[src/rtl/tfp_pkg.sv]
package tfp_pkg;

  localparam int unsigned MAX_POINTS = 16;
  localparam int unsigned PTR_W = (MAX_POINTS > 1) ? $clog2(MAX_POINTS) : 1;
  localparam int unsigned CNT_W = $clog2(MAX_POINTS + 1);

  localparam int unsigned BYTE_W = 8;
  localparam int unsigned SIZE_W = 12;
  localparam int unsigned RAW_W = 16;
  localparam int unsigned PROD_W = RAW_W + SIZE_W;
  localparam int unsigned SCALE_SHIFT = 10;
  localparam int unsigned SCALED_W = PROD_W - SCALE_SHIFT;
  localparam int unsigned POINT_W = 40;
  localparam int unsigned CFG_IDX_W = 1;

  localparam logic [BYTE_W-1:0] SYNC_A = 8'hC0;
  localparam logic [BYTE_W-1:0] SYNC_B = 8'hF0;

  localparam logic [SIZE_W-1:0] WIDTH_RESET = 12'd800;
  localparam logic [SIZE_W-1:0] HEIGHT_RESET = 12'd600;

  localparam logic [CFG_IDX_W-1:0] CFG_WIDTH = 1'b0;
  localparam logic [CFG_IDX_W-1:0] CFG_HEIGHT = 1'b1;

  typedef enum logic [1:0] {
    EV_TOUCH = 2'd0,
    EV_MOVE = 2'd1,
    EV_RELEASE = 2'd2
  } event_kind_e;

  typedef enum logic [2:0] {
    PH_HUNT,
    PH_COUNT,
    PH_POINTS,
    PH_END1,
    PH_END2
  } phase_e;

  typedef enum logic [2:0] {
    SQ_IDLE,
    SQ_MUL_X,
    SQ_MUL_Y,
    SQ_STORE,
    SQ_READ,
    SQ_LOAD,
    SQ_OUT
  } seq_e;

endpackage

[src/rtl/tfp_if.sv]
interface tfp_byte_if;
  import tfp_pkg::*;
  logic valid;
  logic ready;
  logic [BYTE_W-1:0] rx_byte;
  modport source (output valid, output rx_byte, input ready);
  modport sink (input valid, input rx_byte, output ready);
endinterface

interface tfp_event_if;
  import tfp_pkg::*;
  logic valid;
  logic ready;
  logic [1:0] event_kind;
  logic [BYTE_W-1:0] column;
  logic [BYTE_W-1:0] row;
  logic [SIZE_W-1:0] x_pos;
  logic [SIZE_W-1:0] y_pos;
  logic last_of_run;
  modport source (output valid, output event_kind, output column, output row,
                  output x_pos, output y_pos, output last_of_run, input ready);
  modport sink (input valid, input event_kind, input column, input row,
                input x_pos, input y_pos, input last_of_run, output ready);
endinterface

interface tfp_cfg_if;
  import tfp_pkg::*;
  logic valid;
  logic ready;
  logic [CFG_IDX_W-1:0] index;
  logic [SIZE_W-1:0] data;
  modport source (output valid, output index, output data, input ready);
  modport sink (input valid, input index, input data, output ready);
endinterface

[src/rtl/touch_frame_parser.sv]
// The parser takes ordinary bytes back to back while its sequencer is idle.
// After a point's sixth byte, one shared 16x12 multiplier scales x in SQ_MUL_X, then y.
// A release event is presented in the cycle after its zero count byte is taken.
// A good end pair drains the point buffer: per event SQ_READ, SQ_LOAD, SQ_OUT until ready.
// Reset clears all control state and restores the screen size to 800 by 600.
// The point buffer is not cleared; only entries below the fill count are read.
module touch_frame_parser (
  input logic clk_i,
  input logic rst_ni,
  tfp_byte_if.sink rx_i,
  tfp_cfg_if.sink cfg_i,
  tfp_event_if.source ev_o
);
  import tfp_pkg::*;

  logic [SIZE_W-1:0] width_q;
  logic [SIZE_W-1:0] height_q;

  seq_e seq_q, seq_d;
  phase_e phase_q, phase_d;
  logic saw_first_q, saw_first_d;
  logic [BYTE_W-1:0] points_left_q, points_left_d;
  logic [2:0] byte_index_q, byte_index_d;
  logic [POINT_W-1:0] partial_q, partial_d;
  logic [BYTE_W-1:0] last_byte_q, last_byte_d;
  logic [CNT_W-1:0] count_q, count_d;
  logic touching_q, touching_d;
  logic [PTR_W-1:0] rd_idx_q, rd_idx_d;
  event_kind_e drain_kind_q, drain_kind_d;
  logic [PROD_W-1:0] prod_q, prod_d;
  logic [SCALED_W-1:0] x_q, x_d;

  event_kind_e kind_q, kind_d;
  logic [BYTE_W-1:0] col_q, col_d;
  logic [BYTE_W-1:0] row_q, row_d;
  logic [SIZE_W-1:0] xo_q, xo_d;
  logic [SIZE_W-1:0] yo_q, yo_d;
  logic last_q, last_d;

  logic [POINT_W-1:0] mem [MAX_POINTS];
  logic [POINT_W-1:0] rd_data_q;
  logic mem_we;
  logic [POINT_W-1:0] wr_word;

  logic in_xfer;
  logic [BYTE_W-1:0] b;
  logic [RAW_W-1:0] raw_a;
  logic [RAW_W-1:0] raw_b;
  logic [RAW_W-1:0] mul_a;
  logic [SIZE_W-1:0] mul_b;
  logic [SCALED_W-1:0] y_scaled;
  logic keep;

  assign cfg_i.ready = 1'b1;
  assign rx_i.ready = (seq_q == SQ_IDLE);
  assign in_xfer = rx_i.valid && rx_i.ready;
  assign b = rx_i.rx_byte;

  assign ev_o.valid = (seq_q == SQ_OUT);
  assign ev_o.event_kind = kind_q;
  assign ev_o.column = col_q;
  assign ev_o.row = row_q;
  assign ev_o.x_pos = xo_q;
  assign ev_o.y_pos = yo_q;
  assign ev_o.last_of_run = last_q;

  assign raw_a = partial_q[23:8];
  assign raw_b = {partial_q[7:0], last_byte_q};
  assign mul_a = (seq_q == SQ_MUL_X) ? raw_b : raw_a;
  assign mul_b = (seq_q == SQ_MUL_X) ? width_q : height_q;
  assign y_scaled = prod_q[PROD_W-1:SCALE_SHIFT];
  assign keep = (x_q <= SCALED_W'(width_q)) && (y_scaled <= SCALED_W'(height_q))
             && (count_q < CNT_W'(MAX_POINTS));
  assign wr_word = {partial_q[39:32], partial_q[31:24], x_q[SIZE_W-1:0],
                    y_scaled[SIZE_W-1:0]};

  always_ff @(posedge clk_i or negedge rst_ni) begin
    if (!rst_ni) begin
      width_q <= WIDTH_RESET;
      height_q <= HEIGHT_RESET;
    end else if (cfg_i.valid && cfg_i.ready) begin
      case (cfg_i.index)
        CFG_WIDTH: width_q <= cfg_i.data;
        CFG_HEIGHT: height_q <= cfg_i.data;
        default: ;
      endcase
    end
  end

  always_ff @(posedge clk_i or negedge rst_ni) begin
    if (!rst_ni) begin
      seq_q <= SQ_IDLE;
      phase_q <= PH_HUNT;
      saw_first_q <= 1'b0;
      points_left_q <= '0;
      byte_index_q <= '0;
      count_q <= '0;
      touching_q <= 1'b0;
      rd_idx_q <= '0;
    end else begin
      seq_q <= seq_d;
      phase_q <= phase_d;
      saw_first_q <= saw_first_d;
      points_left_q <= points_left_d;
      byte_index_q <= byte_index_d;
      count_q <= count_d;
      touching_q <= touching_d;
      rd_idx_q <= rd_idx_d;
    end
  end

  always_ff @(posedge clk_i) begin
    partial_q <= partial_d;
    last_byte_q <= last_byte_d;
    drain_kind_q <= drain_kind_d;
    prod_q <= prod_d;
    x_q <= x_d;
    kind_q <= kind_d;
    col_q <= col_d;
    row_q <= row_d;
    xo_q <= xo_d;
    yo_q <= yo_d;
    last_q <= last_d;
  end

  always_ff @(posedge clk_i) begin
    if (mem_we) begin
      mem[count_q[PTR_W-1:0]] <= wr_word;
    end
    rd_data_q <= mem[rd_idx_q];
  end

  always_comb begin
    seq_d = seq_q;
    phase_d = phase_q;
    saw_first_d = saw_first_q;
    points_left_d = points_left_q;
    byte_index_d = byte_index_q;
    partial_d = partial_q;
    last_byte_d = last_byte_q;
    count_d = count_q;
    touching_d = touching_q;
    rd_idx_d = rd_idx_q;
    drain_kind_d = drain_kind_q;
    prod_d = prod_q;
    x_d = x_q;
    kind_d = kind_q;
    col_d = col_q;
    row_d = row_q;
    xo_d = xo_q;
    yo_d = yo_q;
    last_d = last_q;
    mem_we = 1'b0;

    case (seq_q)
      SQ_IDLE: begin
        if (in_xfer) begin
          case (phase_q)
            PH_HUNT: begin
              if (saw_first_q && (b == SYNC_B)) begin
                saw_first_d = 1'b0;
                phase_d = PH_COUNT;
              end else begin
                saw_first_d = (b == SYNC_A);
              end
            end
            PH_COUNT: begin
              count_d = '0;
              if (b == '0) begin
                kind_d = EV_RELEASE;
                col_d = '0;
                row_d = '0;
                xo_d = '0;
                yo_d = '0;
                last_d = 1'b1;
                touching_d = 1'b0;
                phase_d = PH_END1;
                seq_d = SQ_OUT;
              end else begin
                points_left_d = b;
                byte_index_d = '0;
                phase_d = PH_POINTS;
              end
            end
            PH_POINTS: begin
              if (byte_index_q < 3'd5) begin
                partial_d = {partial_q[POINT_W-BYTE_W-1:0], b};
                byte_index_d = byte_index_q + 3'd1;
              end else begin
                last_byte_d = b;
                byte_index_d = '0;
                points_left_d = points_left_q - 8'd1;
                if (points_left_q == 8'd1) begin
                  phase_d = PH_END1;
                end
                seq_d = SQ_MUL_X;
              end
            end
            PH_END1: begin
              if (b == SYNC_B) begin
                phase_d = PH_END2;
              end else begin
                count_d = '0;
                saw_first_d = 1'b0;
                phase_d = PH_HUNT;
              end
            end
            PH_END2: begin
              saw_first_d = 1'b0;
              phase_d = PH_HUNT;
              if ((b == SYNC_A) && (count_q != '0)) begin
                drain_kind_d = touching_q ? EV_MOVE : EV_TOUCH;
                touching_d = 1'b1;
                rd_idx_d = '0;
                seq_d = SQ_READ;
              end else begin
                count_d = '0;
              end
            end
            default: begin
              phase_d = PH_HUNT;
            end
          endcase
        end
      end
      SQ_MUL_X: begin
        prod_d = PROD_W'(mul_a) * PROD_W'(mul_b);
        seq_d = SQ_MUL_Y;
      end
      SQ_MUL_Y: begin
        x_d = prod_q[PROD_W-1:SCALE_SHIFT];
        prod_d = PROD_W'(mul_a) * PROD_W'(mul_b);
        seq_d = SQ_STORE;
      end
      SQ_STORE: begin
        if (keep) begin
          mem_we = 1'b1;
          count_d = count_q + CNT_W'(1);
        end
        seq_d = SQ_IDLE;
      end
      SQ_READ: begin
        seq_d = SQ_LOAD;
      end
      SQ_LOAD: begin
        kind_d = drain_kind_q;
        col_d = rd_data_q[39:32];
        row_d = rd_data_q[31:24];
        xo_d = rd_data_q[23:12];
        yo_d = rd_data_q[11:0];
        last_d = ((CNT_W'(rd_idx_q) + CNT_W'(1)) == count_q);
        seq_d = SQ_OUT;
      end
      SQ_OUT: begin
        if (ev_o.ready) begin
          if (last_q) begin
            count_d = (kind_q == EV_RELEASE) ? count_q : '0;
            seq_d = SQ_IDLE;
          end else begin
            rd_idx_d = rd_idx_q + PTR_W'(1);
            seq_d = SQ_READ;
          end
        end
      end
      default: begin
        seq_d = SQ_IDLE;
      end
    endcase
  end

endmodule

[src/flat_wrapper.sv]
// flat-port wrapper written by rule: the top's interface ports become plain ports
module touch_frame_parser_flat import tfp_pkg::*;
  (clk_i, rst_ni, rx_i_valid, rx_i_rx_byte, rx_i_ready, cfg_i_valid, cfg_i_index, cfg_i_data, cfg_i_ready, ev_o_valid, ev_o_event_kind, ev_o_column, ev_o_row, ev_o_x_pos, ev_o_y_pos, ev_o_last_of_run, ev_o_ready);
  tfp_byte_if rx_i_i ();
  tfp_cfg_if cfg_i_i ();
  tfp_event_if ev_o_i ();
  input logic clk_i;
  input logic rst_ni;
  input wire logic [$bits(rx_i_i.valid)-1:0] rx_i_valid;
  input wire logic [$bits(rx_i_i.rx_byte)-1:0] rx_i_rx_byte;
  output wire logic [$bits(rx_i_i.ready)-1:0] rx_i_ready;
  input wire logic [$bits(cfg_i_i.valid)-1:0] cfg_i_valid;
  input wire logic [$bits(cfg_i_i.index)-1:0] cfg_i_index;
  input wire logic [$bits(cfg_i_i.data)-1:0] cfg_i_data;
  output wire logic [$bits(cfg_i_i.ready)-1:0] cfg_i_ready;
  output wire logic [$bits(ev_o_i.valid)-1:0] ev_o_valid;
  output wire logic [$bits(ev_o_i.event_kind)-1:0] ev_o_event_kind;
  output wire logic [$bits(ev_o_i.column)-1:0] ev_o_column;
  output wire logic [$bits(ev_o_i.row)-1:0] ev_o_row;
  output wire logic [$bits(ev_o_i.x_pos)-1:0] ev_o_x_pos;
  output wire logic [$bits(ev_o_i.y_pos)-1:0] ev_o_y_pos;
  output wire logic [$bits(ev_o_i.last_of_run)-1:0] ev_o_last_of_run;
  input wire logic [$bits(ev_o_i.ready)-1:0] ev_o_ready;
  assign rx_i_i.valid = rx_i_valid;
  assign rx_i_i.rx_byte = rx_i_rx_byte;
  assign rx_i_ready = rx_i_i.ready;
  assign cfg_i_i.valid = cfg_i_valid;
  assign cfg_i_i.index = cfg_i_index;
  assign cfg_i_i.data = cfg_i_data;
  assign cfg_i_ready = cfg_i_i.ready;
  assign ev_o_valid = ev_o_i.valid;
  assign ev_o_event_kind = ev_o_i.event_kind;
  assign ev_o_column = ev_o_i.column;
  assign ev_o_row = ev_o_i.row;
  assign ev_o_x_pos = ev_o_i.x_pos;
  assign ev_o_y_pos = ev_o_i.y_pos;
  assign ev_o_last_of_run = ev_o_i.last_of_run;
  assign ev_o_i.ready = ev_o_ready;
  touch_frame_parser u_core (.clk_i(clk_i), .rst_ni(rst_ni), .rx_i(rx_i_i), .cfg_i(cfg_i_i), .ev_o(ev_o_i));
endmodule
[config.mk]
export PLATFORM = sky130hd
export DESIGN_NAME = touch_frame_parser_flat
export DESIGN_NICKNAME = d
export VERILOG_FILES = /design/src/rtl/tfp_pkg.sv /design/src/rtl/tfp_if.sv /design/src/rtl/touch_frame_parser.sv /design/src/flat_wrapper.sv
export SDC_FILE = /design/constraint.sdc
export NUM_CORES = 1
export LEC_CHECK = 0
export ABC_CLOCK_PERIOD_IN_PS = 13200
export BUFFER_PORTS_ARGS = -buffer_cell sky130_fd_sc_hd__buf_2
export CAP_MARGIN = 15
export CORE_MARGIN = 5
export CORE_UTILIZATION = 55
export CTS_CLUSTER_SIZE = 28
export DETAILED_ROUTE_END_ITERATION = 8
export PLACE_DENSITY = 0.72
export SYNTH_ARGS = -nofsm -noshare
export SYNTH_HDL_FRONTEND = slang
export SYNTH_SLANG_ARGS = --single-unit
[constraint.sdc]
create_clock -name clk_i -period 13.2 [get_ports clk_i]
set_input_delay 1.98 -clock clk_i [delete_from_list [all_inputs] [get_ports clk_i]]
set_output_delay 1.98 -clock clk_i [all_outputs]
set_load 0.1 [all_outputs]
* Word-level counts from Yosys, hierarchy flattened
Memories as Yosys holds them, arrays and structs flattened. A register that Yosys moved wholly into a read port is not among the register bits. Cells that the tools add are included.
Storage, ports and cells: output and inout bits 46, input port bits 26, register bits after elaboration 191, RAM bits 640, memories kept 1
Operators by class: equality and inequality tests 39, multiply operators 1, add/sub/neg operators 5, multiplexer cells 66, $lt $le $gt $ge 4, bitwise operators 2, reduce and logical (&&, ||, !) cells 30
Memories:
- u_core.mem | words 16, width 40, rd ports 1, clocked after Yosys merged registers in 1, write ports 1, line touch_frame_parser.sv:40 | logic [POINT_W-1:0] mem [MAX_POINTS];
Operators with widths (number):
- 12-bit 2-to-1 mux | 4
- 12-bit one-hot mux with 2 select lines | 2
- 8-bit one-hot mux with 2 select lines | 3
- 8-bit 2-to-1 mux | 5
- 18-bit by 12-bit <= comparator with 1-bit output | 2
- 3-bit 2-to-1 mux | 12
- 5-bit 2-to-1 mux | 7
- 5-bit one-hot mux with 3 select lines | 2
- 16-bit by 12-bit multiplier with 28-bit output | 1
- 4-bit AND reduction | 6
- 4-bit 2-to-1 mux | 5
- 2-bit != test (second input constant) | 10
- 3-bit one-hot mux with 6 select lines | 1
- 8-bit == test (second input constant) | 2
- 16-bit 2-to-1 mux | 1
- 3-bit != test (second input constant) | 5
- 5-bit AND reduction | 3
- 2-bit by 1-bit != test with 1-bit output (second input constant) | 7
- 1-bit 2-to-1 mux | 13
- 3-bit by 2-bit == test with 1-bit output (second input constant) | 4
- 3-bit == test (second input constant) | 4
- 3-bit one-hot mux with 4 select lines | 1
- 6-bit AND reduction | 2
- 3-bit one-hot mux with 3 select lines | 1
- other kinds (28) | 44

* Logic depth before layout (Yosys ltp)
Gate-level depths: netlist (run 1).
depth in word-level cells 7, gate-level depth with buffers 26

* Worst setup path after synthesis (run 1)
No wires, ideal clock.
path type reg-to-reg, start register u_core.seq_q[1], end register u_core.prod_q[24], data pin, clock period less this slack 6.382 ns, arrival time 6.123 ns, stages on the path, launching flop included 24, required time 12.941 ns, path buffers 3, path slack 6.818 ns, library setup time 0.259 ns, cells stage by stage dfrtp_1 > nor3b_1 > buf_2 > buf_1 > buf_1 > mux2i_1 > nor2_1 > fa_1 > inv_1 > fa_1 > inv_1 > fa_1 > fa_1 > inv_1 > fa_1 > inv_1 > ha_1 > nand3_1 > a31o_2 > a41oi_1 > a31oi_1 > o311ai_2 > a21oi_1 > xnor2_1
Between the ends: word-level cells in the longest chain between the ends 3
Ends and longest elaborated chain:
- from (decl) | line touch_frame_parser.sv:19 | seq_e seq_q, seq_d;
- from (signal assigned) | line touch_frame_parser.sv:101 | seq_q <= seq_d;
- 3-bit by 1-bit == test with 1-bit output * | line touch_frame_parser.sv:69, touch_frame_parser.sv:70, touch_frame_parser.sv:155
- 16-bit 2-to-1 mux / 12-bit 2-to-1 mux (equally long branches) | line touch_frame_parser.sv:69, touch_frame_parser.sv:70
- 16-bit by 12-bit multiplier with 28-bit output * | line touch_frame_parser.sv:227, touch_frame_parser.sv:232
- to (signal assigned) | line touch_frame_parser.sv:116 | prod_q <= prod_d;
- to (decl) | line touch_frame_parser.sv:30 | logic [PROD_W-1:0] prod_q, prod_d;
Mark *: on every way between the ends. The rest lies on a longest branch, timed or not. A chain may end at the register's enable or synchronous reset.

* Worst setup path after layout (run 1)
start register u_core.seq_q[0], end register u_core.prod_q[24], data pin
Same word-level chain as after synthesis.

==> results_dict.tcl, run 1 <==
set metrics [dict create \
    ys.flop_type "edfxtp_1" \
    dr.first_iter.drc_count 2334 \
    fmax_mhz 136 \
    clockRootBuffer "clkbuf_16" \
    synthCells 2567 \
    yosys.area.top_type "edfxtp_1" \
    min_path_type "flop to flop" \
    synth_area_leaders "edfxtp_1 (59%), fa_1 (7.1%), mux4_2 (4.6%)" \
    clock_skew_ps 32.2 \
    fin_nets 2914 \
    numClockSinks 860 \
    crit_type "flop to flop" \
    die_area_um2 76200 \
    status "finished, final reports clean" \
    crit_path_max_fanout 62 \
    cts_tree "yes" \
    cts-htree-levels 3 \
    grt_overflow 0 \
    maxSlewHeadroom_pct 20.9 \
    min_period_ps 7330 \
    layout-drive-gt1-share_pct 15.5 \
    synth_seq_area_share_pct 64.7 \
    cp-start-kind "flop" \
    numCtsBuffers 85 \
    routed_wl_mm 91.0 \
    drt-pass1-iter-count 6 \
    reg2reg_setup_slack_ps 5870 \
    synth_warnings 0 \
    min_to "u_core.partial_q[14]" \
    antenna_found_initial 1 \
    io_buffers 70 \
    end_kind "flop" \
    clk_latency_ps 630 \
    fin_util_pct 61.5 \
    setup_viol 0 \
    gp_congestion 0.911 \
    cts_buffer_depth 3 \
    grt_max_degree 80 \
    path_clk_slew_ps 60 \
    post-route-period-util_pct 55.5 \
    drv_slew 0 \
    cap_viol_max_count 0 \
    ff2ff_path_depth 22 \
    finalHoldViolCount 0 \
    num_vias 22000 \
    syn-cell-area_um2 38900 \
    wl_per_cell_um 24.8 \
    yosys_register_bits 860 \
    via_per_inst 5.99 \
    place_area_um2 40500 \
    grt_pass1_vias 22700 \
    min_path_cells 0 \
    grt_pass1_wl_mm 139 \
    dp_hpwl_mm 53.6 \
    drc 0 \
    worst_pin_slew_ps 1180 \
    postSynthAreaPerCell_um2 15.2 \
    cp.required_ps 13560 \
    reg2reg_from "u_core.seq_q[0]" \
    rsz0062_at_grt "false" \
    grtUsageTotal_pct 23.8 \
    rows 97 \
    initial_utilization_pct 55.5 \
    synth_cell_types 64 \
    fin_area_um2 43200 \
    r2r_end "u_core.prod_q[24]" \
    crit_arrival_ps 7690 \
    final_cell_mix "edfxtp_1 (768), nand2_1 (227), inv_1 (212)" \
    die_h_um 276 \
    die_x_um 276 \
    final_common_cell "edfxtp_1" \
    post_cts_buffers 0 \
    syn-num-nets 2826 \
    ant_nets 0 \
    async_flop_share_pct 6.05 \
    final_cells 3666 \
    core_area_um2 70100 \
    hold_buffers 0 \
    yosys.area.top_type_share_pct 59.2 \
    synth_edf_count 768 \
    ios 72 \
    area_growth_pct 10.9 \
    cts-resized-gates 0 \
    hp-start "u_core.partial_q[6]" \
    tns_ps 0 \
    dp_cells 3506 \
]
stage by stage:
stage | hold WS, ps | setup slack [ps]
floorplan | 420 | 6820
global placement | 432 | 6040
detailed placement | 443 | 5940
CTS | 451 | 5900
global route | 464 | 5550
finish | 449 | 5870
flip-flops by register name, indices dropped and copies added, names as in the netlist, 12 cells and up:
signal and flops:
u_core.mem 640, u_core.ev_o.y_pos 12, u_core.prod_q 18, u_core.width_q 12
u_core.partial_q 40, u_core.height_q 12, u_core.ev_o.x_pos 12, u_core.x_q 18
u_core.rd_data_q 40
layout make-up:
cell class | count | area, um^2
antenna | 1 | 2.50
multi-input combinational | 1389 | 12700
timing repair buffer | 107 | 626
tap | 940 | 1180
fill | 5187 | 27000
sequential | 860 | 25200
clock buffer | 117 | 2340
inverter | 212 | 796
clock inverter | 40 | 353
routing by layer:
metal / vias to the layer above / wire [um] / GRT usage (%)
met1: 11300 / 37000 / 32.8
li1: 9653 / - / -
met3: 156 / 6330 / 3.48
met2: 890 / 45200 / 40.0
met5: - / 0 / 0
met4: 0 / 2500 / 6.90
how the worst max path moves through the flow:
stage | startpoint | to
floorplan | u_core.seq_q[1] | u_core.prod_q[24]
global placement | u_core.seq_q[1] | u_core.prod_q[24]
detailed placement | u_core.seq_q[0] | u_core.prod_q[24]
CTS | u_core.seq_q[0] | u_core.prod_q[24]
global route | u_core.seq_q[0] | u_core.prod_q[24]
finish | u_core.seq_q[0] | u_core.prod_q[24]
worst max-delay path, stage by stage (launching register included):
cell and delay [ps]:
dfrtp_1 540, nor3b_2 230, buf_4 610, nor2_1 140
a21oi_1 690, nor2_1 170, fa_1 580, inv_1 70
fa_1 550, inv_1 60, fa_1 460, fa_1 490
inv_1 50, fa_1 470, inv_1 40, ha_1 360
nand3_1 140, a31o_2 260, a41oi_1 260, a31oi_1 240
o311ai_2 370, a21oi_1 140, xnor2_1 130
cell usage after synthesis (10+ instances only):
cell type and instances:
edfxtp_1 768, nand2_1 227, inv_1 212, fa_1 139, mux2i_1 134, o21ai_0 131, nor2_1 109, ha_1 94
a21oi_1 89, mux4_2 80, clkbuf_1 75, mux2_2 71, and2_1 57, dfrtp_1 45, a22oi_1 43, a221oi_1 40
dfxtp_1 40, a21o_1 18, nor3_1 18, buf_2 16, buf_1 14, xnor2_1 14, nand4_1 12, nand2b_1 10
cell families after synthesis:
group	count (synthesis)	synth area share [%]
DFF	860	64.7
and+or+nand+nor	478	5.52
adders and majority gates	233	10.2
xor gates and xnor gates	23	0.517
AOI/OAI and AO/OA	369	5.87
other	1	0.00963
muxes	285	10.1
buffers and inverters	318	3.13
Power of run 1 is left out: the tool's default activity adds up to more than one toggle a clock period on the data nets, which glitch-free logic cannot reach.
==> run 2, diff against run 1 <==
Settings changed: ABC_CLOCK_PERIOD_IN_PS 13200 to 6350, PLACE_DENSITY 0.72 to 0.75.
Clock period 13.2 ns to 6.35 ns, I/O delays scaled along.
==> run 2 against run 1 <==
Against the previous run:
- cell area is 1.5% higher
- die area stayed put
- worst setup slack worse by 5700 ps
- clock skew is 1.1 ps higher
- final cell count is 1.1% higher
- critical path type unchanged
- sequential cell count stayed put
- via count is 0.66% higher
- critical path depth is 1 higher
- worst hold slack better by 4.7 ps
- non-clock buffer count is 46 higher
==> results_dict.tcl, run 2 (same netlist as run 1, synthesis figures left out) <==
set metrics [dict create \
    gp_congestion 0.962 \
    r2r_end "u_core.prod_q[24]" \
    die_x_um 276 \
    hold_buffers 0 \
    cpMostUsedCell "fa_1" \
    clockRootBuffer "clkbuf_16" \
    crit_path_max_fanout 20 \
    setup.worst_path.end "u_core.prod_q[24]" \
    setup_viol 0 \
    drt-pass1-iter-count 6 \
    clock_skew_ps 33.2 \
    ant_nets 0 \
    final_common_cell "edfxtp_1" \
    final_cell_mix "edfxtp_1 (768), nand2_1 (227), inv_1 (212)" \
    grtUsageTotal_pct 23.0 \
    fmax_mhz 162 \
    numCtsBuffers 83 \
    grt_max_degree 101 \
    crit_arrival_ps 6530 \
    die_area_um2 76200 \
    min_period_ps 6170 \
    initial_utilization_pct 55.5 \
    ff2ff_path_depth 23 \
    antenna_found_initial 2 \
    numClockSinks 860 \
    crit_start "u_core.seq_q[2]" \
    crit_type "flop to flop" \
    grt_pass1_wl_mm 137 \
    fin_nets 2958 \
    crit_chain "nor3b_4, clkbuf_16, nand2_1, o21ai_1, buf_6, nand2_1, fa_1, fa_1, fa_1, inv_1, fa_1, inv_1, fa_1, inv_1, ha_1, a21o_1, a21oi_1, a31o_2, a41oi_2, a31oi_4, o311ai_4, a21oi_1, xnor2_1" \
    place_ws_ps -4.28 \
    drv_slew 0 \
    drc 0 \
    io_buffers 70 \
    grt_overflow 0 \
    maxSlewHeadroom_pct 24.9 \
    wl_per_cell_um 24.1 \
    cts_tree "yes" \
    fillerInstances 5062 \
    cts-htree-levels 3 \
    n_antenna_cell 0 \
    setup_slack_ps 184 \
    hp-start "u_core.prod_q[25]" \
    rows 97 \
    finalHoldViolCount 0 \
    path_clk_slew_ps 60 \
    min_path_type "flop to flop" \
    dr.first_iter.drc_count 2185 \
    status "finished, final reports clean" \
    clk_latency_ps 630 \
    core_area_um2 70100 \
    layout-drive-gt1-share_pct 17.7 \
    post-route-period-util_pct 97.1 \
    dp_hpwl_mm 56.4 \
    grt_pass1_vias 22700 \
    worst_pin_slew_ps 1120 \
    routed_wl_mm 89.3 \
    reg2reg_from "u_core.seq_q[2]" \
    multiInputGateArea_um2 12800 \
    die_h_um 276 \
    cts_buffer_depth 3 \
    num_vias 22100 \
    via_per_inst 5.97 \
    regArea_um2 25200 \
    ios 72 \
    area_growth_pct 12.5 \
    end_kind "flop" \
    cp.required_ps 6720 \
    slowest_delay_ps 540 \
    slowest_stage "fa_1" \
    cp-start-kind "flop" \
    largest_reg_flops 640 \
    cap_viol_max_count 0 \
    reg2reg_setup_slack_ps 180 \
]
[run 2: cell types whose count changed in the layout (fill, tap and decap cells not counted), sizes merged]
cell	delta
clkinvlp	+3
bufinv	+5
clkinv	-5
clkbuf	-7
buf	+45
inv	-1
diode	-1
[run 2: final cells by class]
type	instances	share of cell area, %
Clock buffer	109	5.17
Clock inverter	42	1.17
Inverter	212	1.82
Multi-Input combinational cell	1389	29.3
Sequential cell	860	57.5
Tap cell	940	2.68
Timing Repair Buffer	153	2.40
[run 2: metal layers]
layer	part of all wire (%)	GRT usage [%]	up-vias	wire length, um
li1	-	-	9717	-
met1	41	32.0	11400	36400
met2	50	39.2	923	45000
met3	6.7	3.16	129	6030
met4	2.1	5.98	0	1850
met5	0	0	-	0
[run 2: how the worst min path moves through the flow]
stage,end,depth (start not counted)
3_3_place_gp,u_core.partial_q[30],0
3_5_place_dp,u_core.partial_q[13],0
4_1_cts,u_core.x_q[15],0
2_1_floorplan,u_core.partial_q[12],0
5_1_grt,u_core.partial_q[30],0
6_report,u_core.x_q[15],0
[run 2: worst max-delay path, delay by kind of cell, from the launching register on]
family	cells	cell delay, ps
buf+inv	5	600
xor+xnor	1	130
compound gates	8	1470
fa+ha+maj	6	2840
flops	1	410
simple gates	3	420
[run 2: through the flow]
step	area [um^2]	hold WS [ps]	setup TNS [ps]	instances	util, %
floorplan	38900	420	0	2567	-
global placement	40900	431	0	3550	58.2
detailed placement	40900	437	-4.28	3550	58.2
CTS	43600	455	0	3701	62.2
global route	43800	473	-346	3705	62.5
finish	43800	454	0	3705	62.5
[run 2: timing repair]
| item | in CTS | in global routing |
|---|---|---|
| hold endpoints to repair | 0 | 0 |
| gates resized for setup | 0 | 31 |
| buffers inserted | 0 | 3 |
| setup endpoints to repair | 0 | 11 |
Power of run 2 is left out for the same reason.
